==> src/design/hiqp_pkg.sv <==
// ----------------------------------------------------------------------------
// hiqp_pkg
// Shared types and constants for the quadratic-probe hash insert core.
// ----------------------------------------------------------------------------
package hiqp_pkg;

  localparam int KEY_W          = 31;
  localparam int SEL_W          = 4;
  localparam int STATUS_W       = 2;
  localparam int DEF_TABLE_SIZE = 16;
  localparam int DEF_MAX_PROBES = 16;
  localparam int Q_DEPTH        = 2;
  // key bits folded into the home-slot remainder per cycle
  localparam int MOD_STEP       = 4;

  typedef enum logic {
    OP_INSERT = 1'b0,
    OP_READ   = 1'b1
  } op_t;

  typedef enum logic [STATUS_W-1:0] {
    ST_DONE    = 2'd0,
    ST_FULL    = 2'd1,
    ST_NO_SLOT = 2'd2
  } status_t;

  typedef enum logic [1:0] {
    BK_CLEAR,
    BK_IDLE,
    BK_PROBE,
    BK_RDATA
  } bk_state_t;

  typedef struct packed {
    op_t              op;
    logic [KEY_W-1:0] key;
    logic [SEL_W-1:0] sel;
  } item_t;

  typedef struct packed {
    logic             valid;
    status_t          status;
    logic [SEL_W-1:0] slot_index;
    logic             used;
    logic [KEY_W-1:0] key;
  } result_t;

endpackage

==> src/design/hiqp_front.sv <==
// ----------------------------------------------------------------------------
// hiqp_front
// Takes a beat, holds it and works out the home slot (key mod table size;
// MOD_STEP key bits per cycle for a non-power-of-two insert), then queues it.
// ----------------------------------------------------------------------------
module hiqp_front import hiqp_pkg::*; #(
  parameter int TABLE_SIZE = DEF_TABLE_SIZE,
  parameter int IDX_W      = $clog2(DEF_TABLE_SIZE)
) (
  input  logic             clk,
  input  logic             rst_n,
  input  logic             accept,
  input  item_t            in_item,
  input  logic             q_full,
  output logic             busy,
  output logic             push,
  output item_t            push_item,
  output logic [IDX_W-1:0] push_home
);

  localparam bit POW2  = (TABLE_SIZE & (TABLE_SIZE - 1)) == 0;
  localparam int NSTEP = (KEY_W + MOD_STEP - 1) / MOD_STEP;
  localparam int PAD_W = NSTEP * MOD_STEP;
  localparam int CNT_W = $clog2(NSTEP + 1);
  localparam int REM_W = IDX_W + 1;
  localparam logic [REM_W-1:0] MODULUS = REM_W'(TABLE_SIZE);

  logic             busy_r;
  logic             calc_r;
  item_t            item_r;
  logic [REM_W-1:0] rem_r;
  logic [REM_W-1:0] rem_nxt;
  logic [PAD_W-1:0] shf_r;
  logic [CNT_W-1:0] cnt_r;

  // restoring remainder over the next group of key bits, msb first
  always_comb begin
    rem_nxt = rem_r;
    for (int i = 0; i < MOD_STEP; i++) begin
      rem_nxt = {rem_nxt[REM_W-2:0], shf_r[PAD_W-1-i]};
      if (rem_nxt >= MODULUS) begin
        rem_nxt = rem_nxt - MODULUS;
      end
    end
  end

  // control
  always_ff @(posedge clk) begin
    if (!rst_n) begin
      busy_r <= 1'b0;
      calc_r <= 1'b0;
    end else if (accept) begin
      busy_r <= 1'b1;
      calc_r <= (in_item.op == OP_INSERT) && !POW2;
    end else if (calc_r) begin
      if (cnt_r == CNT_W'(1)) begin
        calc_r <= 1'b0;
      end
    end else if (push) begin
      busy_r <= 1'b0;
    end
  end

  // held beat and remainder
  always_ff @(posedge clk) begin
    if (accept) begin
      item_r <= in_item;
      cnt_r  <= CNT_W'(NSTEP);
      shf_r  <= PAD_W'(in_item.key);
      if (POW2) begin
        rem_r <= {1'b0, in_item.key[IDX_W-1:0]};
      end else begin
        rem_r <= '0;
      end
    end else if (calc_r) begin
      rem_r <= rem_nxt;
      shf_r <= shf_r << MOD_STEP;
      cnt_r <= cnt_r - CNT_W'(1);
    end
  end

  assign busy      = busy_r;
  assign push      = busy_r && !calc_r && !q_full;
  assign push_item = item_r;
  assign push_home = rem_r[IDX_W-1:0];

endmodule

==> src/design/hiqp_queue.sv <==
// ----------------------------------------------------------------------------
// hiqp_queue
// Short first-in first-out queue between the front and back parts.
// ----------------------------------------------------------------------------
module hiqp_queue import hiqp_pkg::*; #(
  parameter int DATA_W = 8,
  parameter int DEPTH  = Q_DEPTH
) (
  input  logic              clk,
  input  logic              rst_n,
  input  logic              push,
  input  logic [DATA_W-1:0] push_data,
  input  logic              pop,
  output logic [DATA_W-1:0] pop_data,
  output logic              full,
  output logic              empty
);

  localparam int PTR_W = (DEPTH > 1) ? $clog2(DEPTH) : 1;
  localparam int CNT_W = $clog2(DEPTH + 1);

  logic [DATA_W-1:0] ent_r [DEPTH];
  logic [PTR_W-1:0]  wr_ptr_r;
  logic [PTR_W-1:0]  rd_ptr_r;
  logic [CNT_W-1:0]  cnt_r;

  function automatic logic [PTR_W-1:0] ptr_inc(input logic [PTR_W-1:0] p);
    return (p == PTR_W'(DEPTH - 1)) ? '0 : p + PTR_W'(1);
  endfunction

  // pointers and fill count
  always_ff @(posedge clk) begin
    if (!rst_n) begin
      wr_ptr_r <= '0;
      rd_ptr_r <= '0;
      cnt_r    <= '0;
    end else begin
      if (push) begin
        wr_ptr_r <= ptr_inc(wr_ptr_r);
      end
      if (pop) begin
        rd_ptr_r <= ptr_inc(rd_ptr_r);
      end
      cnt_r <= cnt_r + CNT_W'(push) - CNT_W'(pop);
    end
  end

  // entries
  always_ff @(posedge clk) begin
    if (push) begin
      ent_r[wr_ptr_r] <= push_data;
    end
  end

  assign pop_data = ent_r[rd_ptr_r];
  assign full     = cnt_r == CNT_W'(DEPTH);
  assign empty    = cnt_r == '0;

endmodule

==> src/design/hiqp_back.sv <==
// ----------------------------------------------------------------------------
// hiqp_back
// Slot memory and probe engine: clears the table after reset, serves slot
// reads and walks the quadratic probe sequence one slot per cycle.
// ----------------------------------------------------------------------------
module hiqp_back import hiqp_pkg::*; #(
  parameter int TABLE_SIZE = DEF_TABLE_SIZE,
  parameter int MAX_PROBES = DEF_MAX_PROBES,
  parameter int IDX_W      = $clog2(DEF_TABLE_SIZE)
) (
  input  logic             clk,
  input  logic             rst_n,
  input  logic             q_empty,
  input  item_t            q_item,
  input  logic [IDX_W-1:0] q_home,
  output logic             pop,
  output logic             clearing,
  output result_t          result
);

  localparam int REM_W = IDX_W + 1;
  localparam int PRB_W = (MAX_PROBES > 1) ? $clog2(MAX_PROBES) : 1;
  localparam int CNT_W = $clog2(TABLE_SIZE + 1);
  localparam int ENT_W = KEY_W + 1;
  localparam int ODD_INIT = 3 % TABLE_SIZE;
  localparam int TWO_MOD  = 2 % TABLE_SIZE;
  localparam logic [REM_W-1:0] MODULUS   = REM_W'(TABLE_SIZE);
  localparam logic [PRB_W-1:0] LAST_PRB  = PRB_W'(MAX_PROBES - 1);
  localparam logic [IDX_W-1:0] LAST_SLOT = IDX_W'(TABLE_SIZE - 1);

  bk_state_t        state_r, state_nxt;
  logic [IDX_W-1:0] clr_r, clr_nxt;
  logic [CNT_W-1:0] cnt_r, cnt_nxt;
  logic [IDX_W-1:0] cur_r, cur_nxt;
  logic [IDX_W-1:0] nxt_r, nxt_nxt;
  logic [IDX_W-1:0] odd_r, odd_nxt;
  logic [PRB_W-1:0] j_r, j_nxt;
  logic [KEY_W-1:0] key_r, key_nxt;
  logic [SEL_W-1:0] sel_r, sel_nxt;
  result_t          result_r, result_nxt;

  logic [ENT_W-1:0] slot_mem_r [TABLE_SIZE];
  logic [ENT_W-1:0] rd_data_r;
  logic             rd_en, wr_en;
  logic [IDX_W-1:0] rd_addr, wr_addr;
  logic [ENT_W-1:0] wr_data;

  logic                   rd_used;
  logic [KEY_W-1:0]       rd_key;
  logic                   tbl_full;
  logic [IDX_W+SEL_W-1:0] sel_ext;
  logic                   sel_ok;

  // (a + b) mod table size for a, b already below it
  function automatic logic [IDX_W-1:0] mod_add(input logic [IDX_W-1:0] a,
                                               input logic [IDX_W-1:0] b);
    logic [REM_W-1:0] s;
    s = {1'b0, a} + {1'b0, b};
    if (s >= MODULUS) begin
      s = s - MODULUS;
    end
    return s[IDX_W-1:0];
  endfunction

  function automatic logic [SEL_W-1:0] to_sel(input logic [IDX_W-1:0] idx);
    logic [IDX_W+SEL_W-1:0] w;
    w = {{SEL_W{1'b0}}, idx};
    return w[SEL_W-1:0];
  endfunction

  assign rd_used  = rd_data_r[ENT_W-1];
  assign rd_key   = rd_data_r[KEY_W-1:0];
  assign tbl_full = cnt_r == CNT_W'(TABLE_SIZE);
  assign sel_ext  = {{IDX_W{1'b0}}, q_item.sel};
  assign sel_ok   = sel_ext < (IDX_W + SEL_W)'(TABLE_SIZE);

  // next state
  always_comb begin
    state_nxt = state_r;
    unique case (state_r)
      BK_CLEAR: begin
        if (clr_r == LAST_SLOT) begin
          state_nxt = BK_IDLE;
        end
      end
      BK_IDLE: begin
        if (!q_empty) begin
          if (q_item.op == OP_READ) begin
            if (sel_ok) begin
              state_nxt = BK_RDATA;
            end
          end else if (!tbl_full) begin
            state_nxt = BK_PROBE;
          end
        end
      end
      BK_PROBE: begin
        if (!rd_used || j_r == LAST_PRB) begin
          state_nxt = BK_IDLE;
        end
      end
      BK_RDATA: begin
        state_nxt = BK_IDLE;
      end
    endcase
  end

  // outputs, memory controls and datapath updates
  always_comb begin
    pop        = 1'b0;
    rd_en      = 1'b0;
    rd_addr    = cur_r;
    wr_en      = 1'b0;
    wr_addr    = cur_r;
    wr_data    = {1'b1, key_r};
    clr_nxt    = clr_r;
    cnt_nxt    = cnt_r;
    cur_nxt    = cur_r;
    nxt_nxt    = nxt_r;
    odd_nxt    = odd_r;
    j_nxt      = j_r;
    key_nxt    = key_r;
    sel_nxt    = sel_r;
    result_nxt = '0;
    unique case (state_r)
      BK_CLEAR: begin
        wr_en   = 1'b1;
        wr_addr = clr_r;
        wr_data = '0;
        clr_nxt = clr_r + IDX_W'(1);
      end
      BK_IDLE: begin
        if (!q_empty) begin
          pop = 1'b1;
          if (q_item.op == OP_READ) begin
            sel_nxt = q_item.sel;
            if (sel_ok) begin
              rd_en   = 1'b1;
              rd_addr = sel_ext[IDX_W-1:0];
            end else begin
              // slot beyond the table reads as empty
              result_nxt.valid      = 1'b1;
              result_nxt.status     = ST_DONE;
              result_nxt.slot_index = q_item.sel;
            end
          end else if (tbl_full) begin
            result_nxt.valid  = 1'b1;
            result_nxt.status = ST_FULL;
          end else begin
            rd_en   = 1'b1;
            rd_addr = q_home;
            cur_nxt = q_home;
            nxt_nxt = mod_add(q_home, IDX_W'(1));
            odd_nxt = IDX_W'(ODD_INIT);
            j_nxt   = '0;
            key_nxt = q_item.key;
          end
        end
      end
      BK_PROBE: begin
        if (!rd_used) begin
          wr_en                 = 1'b1;
          wr_addr               = cur_r;
          wr_data               = {1'b1, key_r};
          cnt_nxt               = cnt_r + CNT_W'(1);
          result_nxt.valid      = 1'b1;
          result_nxt.status     = ST_DONE;
          result_nxt.slot_index = to_sel(cur_r);
          result_nxt.used       = 1'b1;
          result_nxt.key        = key_r;
        end else if (j_r == LAST_PRB) begin
          result_nxt.valid  = 1'b1;
          result_nxt.status = ST_NO_SLOT;
        end else begin
          // next square: step grows by two each probe
          rd_en   = 1'b1;
          rd_addr = nxt_r;
          cur_nxt = nxt_r;
          nxt_nxt = mod_add(nxt_r, odd_r);
          odd_nxt = mod_add(odd_r, IDX_W'(TWO_MOD));
          j_nxt   = j_r + PRB_W'(1);
        end
      end
      BK_RDATA: begin
        result_nxt.valid      = 1'b1;
        result_nxt.status     = ST_DONE;
        result_nxt.slot_index = sel_r;
        result_nxt.used       = rd_used;
        result_nxt.key        = rd_used ? rd_key : '0;
      end
    endcase
  end

  // control registers
  always_ff @(posedge clk) begin
    if (!rst_n) begin
      state_r  <= BK_CLEAR;
      clr_r    <= '0;
      cnt_r    <= '0;
      result_r <= '0;
    end else begin
      state_r  <= state_nxt;
      clr_r    <= clr_nxt;
      cnt_r    <= cnt_nxt;
      result_r <= result_nxt;
    end
  end

  // probe datapath
  always_ff @(posedge clk) begin
    cur_r <= cur_nxt;
    nxt_r <= nxt_nxt;
    odd_r <= odd_nxt;
    j_r   <= j_nxt;
    key_r <= key_nxt;
    sel_r <= sel_nxt;
  end

  // slot memory: one write port, one registered read port
  always_ff @(posedge clk) begin
    if (wr_en) begin
      slot_mem_r[wr_addr] <= wr_data;
    end
    if (rd_en) begin
      rd_data_r <= slot_mem_r[rd_addr];
    end
  end

  assign clearing = state_r == BK_CLEAR;
  assign result   = result_r;

endmodule

==> src/design/hash_insert_quadratic_probe_core.sv <==
// ----------------------------------------------------------------------------
// hash_insert_quadratic_probe_core
// Open-addressing hash table with quadratic probing: inserts keys and reads
// back single slots.
// ----------------------------------------------------------------------------
//  channel  ports                                     handshake
//  input    in_operation, in_key, in_slot_select      start high, busy low
//  result   out_status, out_slot_index, out_slot_used, out_strobe, one cycle
//           out_slot_key
//
//  After reset the slot memory is cleared, one slot a cycle, and busy stays
//  high until the last slot is cleared.
//  Front: a read, or an insert when TABLE_SIZE is a power of two, is held
//  and pushed when the queue has room; others first run the 4-bit-per-cycle
//  modulo. Back: a beat is dequeued in BK_IDLE and probes the slot memory's
//  registered read port in BK_PROBE; the result is registered. A 2-entry
//  queue lets the front take the next beat while the back probes.
//  Results cannot be held off; busy reflects the front and the table clear.
// ----------------------------------------------------------------------------
module hash_insert_quadratic_probe_core import hiqp_pkg::*; #(
  parameter int TABLE_SIZE = DEF_TABLE_SIZE,
  parameter int MAX_PROBES = DEF_MAX_PROBES
) (
  input  logic                clk,
  input  logic                rst_n,
  input  logic                start,
  output logic                busy,
  input  logic                in_operation,
  input  logic [KEY_W-1:0]    in_key,
  input  logic [SEL_W-1:0]    in_slot_select,
  output logic                out_strobe,
  output logic [STATUS_W-1:0] out_status,
  output logic [SEL_W-1:0]    out_slot_index,
  output logic                out_slot_used,
  output logic [KEY_W-1:0]    out_slot_key
);

  localparam int IDX_W  = $clog2(TABLE_SIZE);
  localparam int DATA_W = $bits(item_t) + IDX_W;

  item_t             in_item;
  logic              accept;
  logic              front_busy;
  logic              clearing;
  logic              push;
  item_t             push_item;
  logic [IDX_W-1:0]  push_home;
  logic              q_full;
  logic              q_empty;
  logic              pop;
  logic [DATA_W-1:0] q_data;
  item_t             q_item;
  logic [IDX_W-1:0]  q_home;
  result_t           result;

  // input beat
  assign in_item.op  = op_t'(in_operation);
  assign in_item.key = in_key;
  assign in_item.sel = in_slot_select;
  assign busy        = front_busy || clearing;
  assign accept      = start && !busy;

  hiqp_front #(
    .TABLE_SIZE (TABLE_SIZE),
    .IDX_W      (IDX_W)
  ) u_front (
    .clk       (clk),
    .rst_n     (rst_n),
    .accept    (accept),
    .in_item   (in_item),
    .q_full    (q_full),
    .busy      (front_busy),
    .push      (push),
    .push_item (push_item),
    .push_home (push_home)
  );

  hiqp_queue #(
    .DATA_W (DATA_W),
    .DEPTH  (Q_DEPTH)
  ) u_queue (
    .clk       (clk),
    .rst_n     (rst_n),
    .push      (push),
    .push_data ({push_item, push_home}),
    .pop       (pop),
    .pop_data  (q_data),
    .full      (q_full),
    .empty     (q_empty)
  );

  assign {q_item, q_home} = q_data;

  hiqp_back #(
    .TABLE_SIZE (TABLE_SIZE),
    .MAX_PROBES (MAX_PROBES),
    .IDX_W      (IDX_W)
  ) u_back (
    .clk      (clk),
    .rst_n    (rst_n),
    .q_empty  (q_empty),
    .q_item   (q_item),
    .q_home   (q_home),
    .pop      (pop),
    .clearing (clearing),
    .result   (result)
  );

  // result beat
  assign out_strobe     = result.valid;
  assign out_status     = result.status;
  assign out_slot_index = result.slot_index;
  assign out_slot_used  = result.used;
  assign out_slot_key   = result.key;

endmodule

==> config.mk <==
export PLATFORM = sky130hd
export DESIGN_NAME = hash_insert_quadratic_probe_core
export DESIGN_NICKNAME = d
export VERILOG_FILES = /design/src/design/hiqp_pkg.sv /design/src/design/hiqp_front.sv /design/src/design/hiqp_queue.sv /design/src/design/hiqp_back.sv /design/src/design/hash_insert_quadratic_probe_core.sv
export SDC_FILE = /design/constraint.sdc
export NUM_CORES = 1
export LEC_CHECK = 0
export CAP_MARGIN = 0
export CORE_MARGIN = 1
export CORE_UTILIZATION = 35
export DETAILED_ROUTE_END_ITERATION = 12
export DONT_BUFFER_PORTS = 1
export GPL_TIMING_DRIVEN = 0
export PLACE_DENSITY = 0.52
export SYNTH_ARGS = -nofsm -noshare
export SYNTH_HDL_FRONTEND = slang
export SYNTH_SLANG_ARGS = --single-unit
==> constraint.sdc <==
create_clock -name clk -period 8.2 [get_ports clk]
set_input_delay 1.23 -clock clk [delete_from_list [all_inputs] [get_ports clk]]
set_output_delay 1.23 -clock clk [all_outputs]
set_load 0.005 [all_outputs]
# Yosys cells after proc, flatten, opt, wreduce, memory -nomap -nowiden
# Memory sizes are Yosys's and may differ from the RTL's. A register that Yosys moved wholly into a read port is not among the register bits.
# Index checks and enable logic that the tools add are counted.
[op_classes]
n_addsub = 18
magnitude_cmp = 8
n_eq_ne = 18
mux = 82
bitwise_logic = 6
n_reduce_logical = 22
[ops]
columns = ["cell", "n"]
rows = [
  ["$mux W4", 34],
  ["$mux W31", 3],
  ["$pmux W32 S2", 1],
  ["$pmux W4 S2", 5],
  ["$mux W36", 1],
  ["$ge A5 B5 Y1 const B", 7],
  ["$mux W32", 1],
  ["$sub A4 B1 Y4 const B", 8],
  ["$mux W1", 21],
  ["$pmux W7 S3", 1],
  ["$mux W7", 2],
  ["$mux W2", 6],
  ["$mux W3", 4],
  ["$ne A2 B2 Y1 const B", 5],
  ["$add A4 B1 Y4 const B", 2],
  ["$eq A4 B4 Y1 const B", 2],
  ["$pmux W2 S4", 1],
  ["$eq A2 B2 Y1 const B", 3],
  ["$ne A2 B1 Y1 const B", 3],
  ["$not A1 Y1", 6],
  ["$reduce_and A3 Y1", 2],
  ["$reduce_and A6 Y1", 1],
  ["$reduce_bool A2 Y1", 3],
  ["$add A4 B1 Y5 const B", 1],
  ["other kinds (21)", 31],
]
[word_totals]
ff_bits = 183
ram_bits = 592
out_inout_bits = 40
mem_count = 2
[mem_list]
columns = ["name", "words", "word_bits", "read_ports", "rd_clocked_by_memory_dff", "wr", "line_no", "source"]
rows = [
  ["u_back.slot_mem_r", 16, 32, 1, 1, 1, "hiqp_back.sv:42", "logic [ENT_W-1:0] slot_mem_r [TABLE_SIZE];"],
  ["u_queue.ent_r", 2, 40, 1, 1, 1, "hiqp_queue.sv:22", "logic [DATA_W-1:0] ent_r [DEPTH];"],
]

# Longest topological paths before layout
[depth]
depth_word = 10
mapped_depth = 14
ltp_nobuf = 10

# By module
# A second synthesis with hierarchy kept.
[hier_totals]
hier_cells = 2080
hier_area_um2 = 31998.2
[by_module_without_submodules]
columns = ["mod", "n_inst", "cells_per_inst", "area_each_um2", "seq_area_each_um2"]
rows = [
  ["hiqp_back", 1, 1790, 25877.3, 18838.1],
  ["hiqp_queue", 1, 145, 3108.0, 2502.4],
  ["hiqp_front", 1, 143, 2999.1, 2272.2],
  ["hash_insert_quadratic_probe_core", 1, 2, 13.8, 0.0],
]

# Worst setup path after synthesis
# OpenSTA, ideal clock, no wires.
[synth_path]
kind = "flip-flop to flip-flop"
from = "reg u_back.state_r[0]"
to = "mem u_back.slot_mem_r[15][0] (netlist name) (enable)"
setup_time_ns = 0.421
arrival_ns = 2.801
path_slack_ns = 4.978
path_stages_with_launch = 8
n_path_buf = 1
synth_period_minus_slack_ns = 3.222
cell_sequence = "dfxtp_1 -> inv_1 -> ha_1 -> clkbuf_1 -> nor2b_1 -> nand2_1 -> o31a_1 -> nor2_1"
[synth_between]
elab_chain_len = 4
elab_cells_between_ends = 6
cone_classes = "eq/ne: 1; mux: 4; reduce/logical: 1"
[synth_lines]
columns = ["item", "line_no", "source"]
rows = [
  ["start, declared", "hiqp_back.sv:31", "bk_state_t state_r, state_nxt;"],
  ["start signal, assigned", "hiqp_back.sv:202", "state_r <= state_nxt;"],
  ["$eq A2 B2 Y1 or $logic_not A2 Y1 (tied branches)", "hiqp_back.sv:125", "unique case (state_r)"],
  ["$pmux W1 S2", "hiqp_back.sv:125", ""],
  ["$mux W1", "hiqp_back.sv:221", "if (wr_en) begin"],
  ["$mux W1 (not written as such)", "hiqp_back.sv:222", "slot_mem_r[wr_addr] <= wr_data;"],
  ["end, declared", "hiqp_back.sv:42", ""],
]
# Several ways; a longest one is shown, not always the timed one.

# Final worst setup path
[layout_path]
from = "reg u_back.state_r[0]"
to = "reg u_back.rd_data_r[5], read port of u_back.slot_mem_r, data pin"
[layout_between]
elab_chain_len = 2
elab_cells_between_ends = 4
cone_classes = "eq/ne: 2; mux: 2"
[layout_lines]
columns = ["item", "line_no", "source"]
rows = [
  ["$eq A2 B2 Y1 or $eq A2 B1 Y1 (tied branches)", "hiqp_back.sv:125", ""],
  ["$pmux W4 S2 or $pmux W1 S2 (tied branches)", "hiqp_back.sv:125", ""],
  ["end, declared", "hiqp_back.sv:43", "logic [ENT_W-1:0] rd_data_r;"],
]
# Several ways; a longest one is shown, not always the timed one.
# A chain may end at the register's enable or synchronous reset.

==> metrics.yaml <==
detailed_routing:
  antenna_left: 0
  drt_iter0_drc: 1801
  drc: 0
  drt-total-wl_mm: 82.5
  dr.pass1.iters: 6
  wl_per_cell_um: 24.2
  num_vias: 18023
  via_per_inst: 5.28
synthesis:
  synth-xor-area-share: 0.00555
  synth_cells: 2068
  async_flop_share: 0
  synth_top_area_frac: 0.709
  ys_types: 63
  synth_top_family_by_area: "simple AND/OR/NAND/NOR gates"
  synth_edf_count: 745
  synth_nets: 2124
  synth_commonest_cells: "745 x edfxtp_1, 284 x nand2_1, 168 x nand3_1"
  synth_compound_area_frac: 0.0673
  yosysWarnings: 0
  yosysMostFrequentCell: "edfxtp_1"
  synth_simple_gate_area_frac: 0.0870
  ys.flop_type: "edfxtp_1"
  synthAdderAreaFrac: 0.00698
  synth_top_area_cell: "edfxtp_1"
  ys_ff_latch: 807
  yosysSeqAreaShare: 0.748
  netlist_area_um2: 31600
  synth_mux_area_frac: 0.0633
  synthTopCellsByArea: "edfxtp_1 71%, dfxtp_1 3.9%, nand2_1 3.4%"
  syn_avg_cell_area_um2: 15.3
power:
  pwr-share-clk: 0.329
  ir_drop_v: 0.000178
  intPower_mw: 8.37
  p_sw_frac: 0.303
  p_comb_frac: 0.223
  p_sw_mw: 3.64
  pwr-share-seq: 0.448
  total_leakage_power_nw: 12.0
  p_total_mw: 12.0
  power_density_nw_per_um2: 329
setup_path:
  slowest_delay_ps: 1060
  r2r_end: "u_back.rd_data_r[5]"
  r2r_slack_ps: 3470
  crit_chain: "inv_1, ha_1, clkbuf_1, o211a_1, nand2_1, o221ai_1, nor2_2, clkbuf_1, a2111oi_0, a2111oi_0, nand3_1"
  start_kind: "register"
  critPathBufInv: 3
  critical-path-slowest-cell: "a2111oi_0"
  r2r_start: "u_back.state_r[0]"
  critPathKind: "register to register"
  arrival_ps: 5040
  worstPathRequired_ps: 8520
  endpoint_kind: "register"
  critical_path_depth: 11
  crit_end: "u_back.rd_data_r[5]"
  cp_max_fo: 10
  crit_family: "compound AO/OA/AOI/OAI gates"
  startpoint: "u_back.state_r[0]"
  r2r_cells: 11
placement:
  dp_hpwl_mm: 56.3
  place_inst: 3254
  portBuffers: 0
  place_congestion: 0.890
die:
  start_util: 0.355
  die_area_um2: 91400
  die_x_um: 302
  floorplan.rows: 109
  core_um2: 88800
  die_y_um: 302
  io_pins: 79
clock_network:
  htreeDepth: 3
  clkTransAtPathRegs_ps: 60
  root_buffer: "clkbuf_16"
  cts.sinks: 807
  cts_setup_buffers: 0
  cts_tree: "done"
  clk_latency_ps: 630
  clockBufferDepth: 3
  cts_made_buffers: 85
  cts_resized: 0
  cts_hold_buf: 0
timing:
  finalSetupViolCount: 0
  slew_headroom: 0.121
  tightest_slew_ps: 1320
  rsz0062_at_grt: "no"
  fmax_ghz: 0.212
  drv_slew: 0
  hold_viol_final: 0
  period_share: 0.576
  fin_tns_setup_ps: 0
  period_needed_ps: 4730
  timing.hold.ws_ps: 445
  fin_skew_ps: 30.7
final_layout:
  nFillCells: 8027
  layout-drive-gt1-share: 0.136
  finalNonFillerCells: 3413
  diodes: 0
  final_core_util: 0.411
  area_growth_pct: 15.7
  nNetsFinal: 2232
grt:
  antenna_found_initial: 2
  grt_use_total: 0.181
  grt_max_degree: 37
  grt_first_pass_wirelength_mm: 122
  grt_pass1_vias: 18405
  overflow: 0
flow_run:
  maxCapViolations: 0
hold_path:
  hold_path.class: "register to register"
status:
  status: "finished clean"
logic make-up (layout without fill, tap and decap cells):
group                    count (synthesis)  in the layout
adder cells (fa/ha/maj)                 17             17
XOR/XNOR                                20             20
multiplexers                           177            177
AO/OA/AOI/OAI                          278            278
flip-flops                             807            807
buffers and inverters                  154            334
AND/OR/NAND/NOR                        615            615
final cells by class:
class | count | area, um^2 | share of cell area
inverters | 23 | 86.3 | 0.00237
well taps | 1165 | 1460 | 0.0399
repair buffers | 21 | 453 | 0.0124
flip-flops and latches | 807 | 23600 | 0.647
clock buffers | 117 | 2400 | 0.0658
plain buffers | 131 | 592 | 0.0162
multi-input cells | 1107 | 7410 | 0.203
clock inverters | 42 | 492 | 0.0135
layout by cell type, fill, tap and decap left out, types with 12 or more instances in the layout:
cell and n:
a2111oi_0 93, a211oi_1 38, a21oi_1 13, a22oi_1 34, and2_1 17, buf_12 14, buf_2 22, clkbuf_1 112
clkbuf_16 88, clkinv_2 15, dfxtp_1 62, edfxtp_1 745, ha_1 16, inv_1 23, mux2_1 12, mux2_2 67
mux2_4 22, mux2i_1 74, nand2_1 284, nand3_1 168, nor2_1 61, nor2_4 19, nor2b_1 36, o21ai_0 42
o22a_1 31, xnor2_1 13
metal layers:
layer / routed length (um) / track usage / share of wire
met3: 5860 / 0.0300 / 0.071
met1: 35100 / 0.244 / 0.43
met2: 39800 / 0.302 / 0.48
met5: 0 / 0 / 0
met4: 1650 / 0.0491 / 0.020
flip-flops by register name (all words and copies together) (netlist names), named ones only:
| register | cells |
|---|---|
| u_queue.wr_ptr_r | 1 |
| u_back.cnt_r | 5 |
| u_front.shf_r | 32 |
| u_front.push_item | 36 |
| u_back.state_r | 2 |
| u_front.busy | 1 |
| u_back.odd_r | 3 |
| u_back.j_r | 4 |
| u_front.calc_r | 1 |
| u_queue.cnt_r | 2 |
| u_front.rem_r | 4 |
| u_back.rd_data_r | 32 |
| u_back.result | 39 |
| u_back.cur_r | 4 |
| u_front.cnt_r | 4 |
| u_back.nxt_r | 4 |
| u_back.sel_r | 4 |
| u_back.key_r | 31 |
| u_queue.rd_ptr_r | 1 |
| u_back.slot_mem_r | 512 |
| u_back.clr_r | 4 |
| u_queue.ent_r | 80 |
power groups by stage:
stage	Sequential (mW)	Clock (mW)	Combinational [mW]
finish	5.38	3.95	2.68
CTS	5.38	4.01	2.69
global placement	5.49	0	2.48
global route	5.42	4.17	2.88
detailed placement	5.47	0	2.68
floorplan	5.43	0	1.57
per-stage QoR:
stage	instance area (um^2)	worst slack (ps)
floorplan	31600	4980
global route	36500	3290
finish	36500	3470
CTS	36500	3500
detailed placement	33600	3520
global placement	33000	2790
worst min path at each step:
stage	from	endpoint	cells after the start
global route	u_front.push_item[7]	u_queue.ent_r[0][11]	0
global placement	u_front.push_item[6]	u_queue.ent_r[0][10]	0
CTS	u_front.push_item[6]	u_queue.ent_r[1][10]	0
finish	u_front.rem_r[2]	u_queue.ent_r[1][2]	0
detailed placement	u_front.push_item[6]	u_queue.ent_r[0][10]	0
floorplan	u_front.rem_r[0]	u_queue.ent_r[0][0]	0
Power figures use the tool's default switching activity.
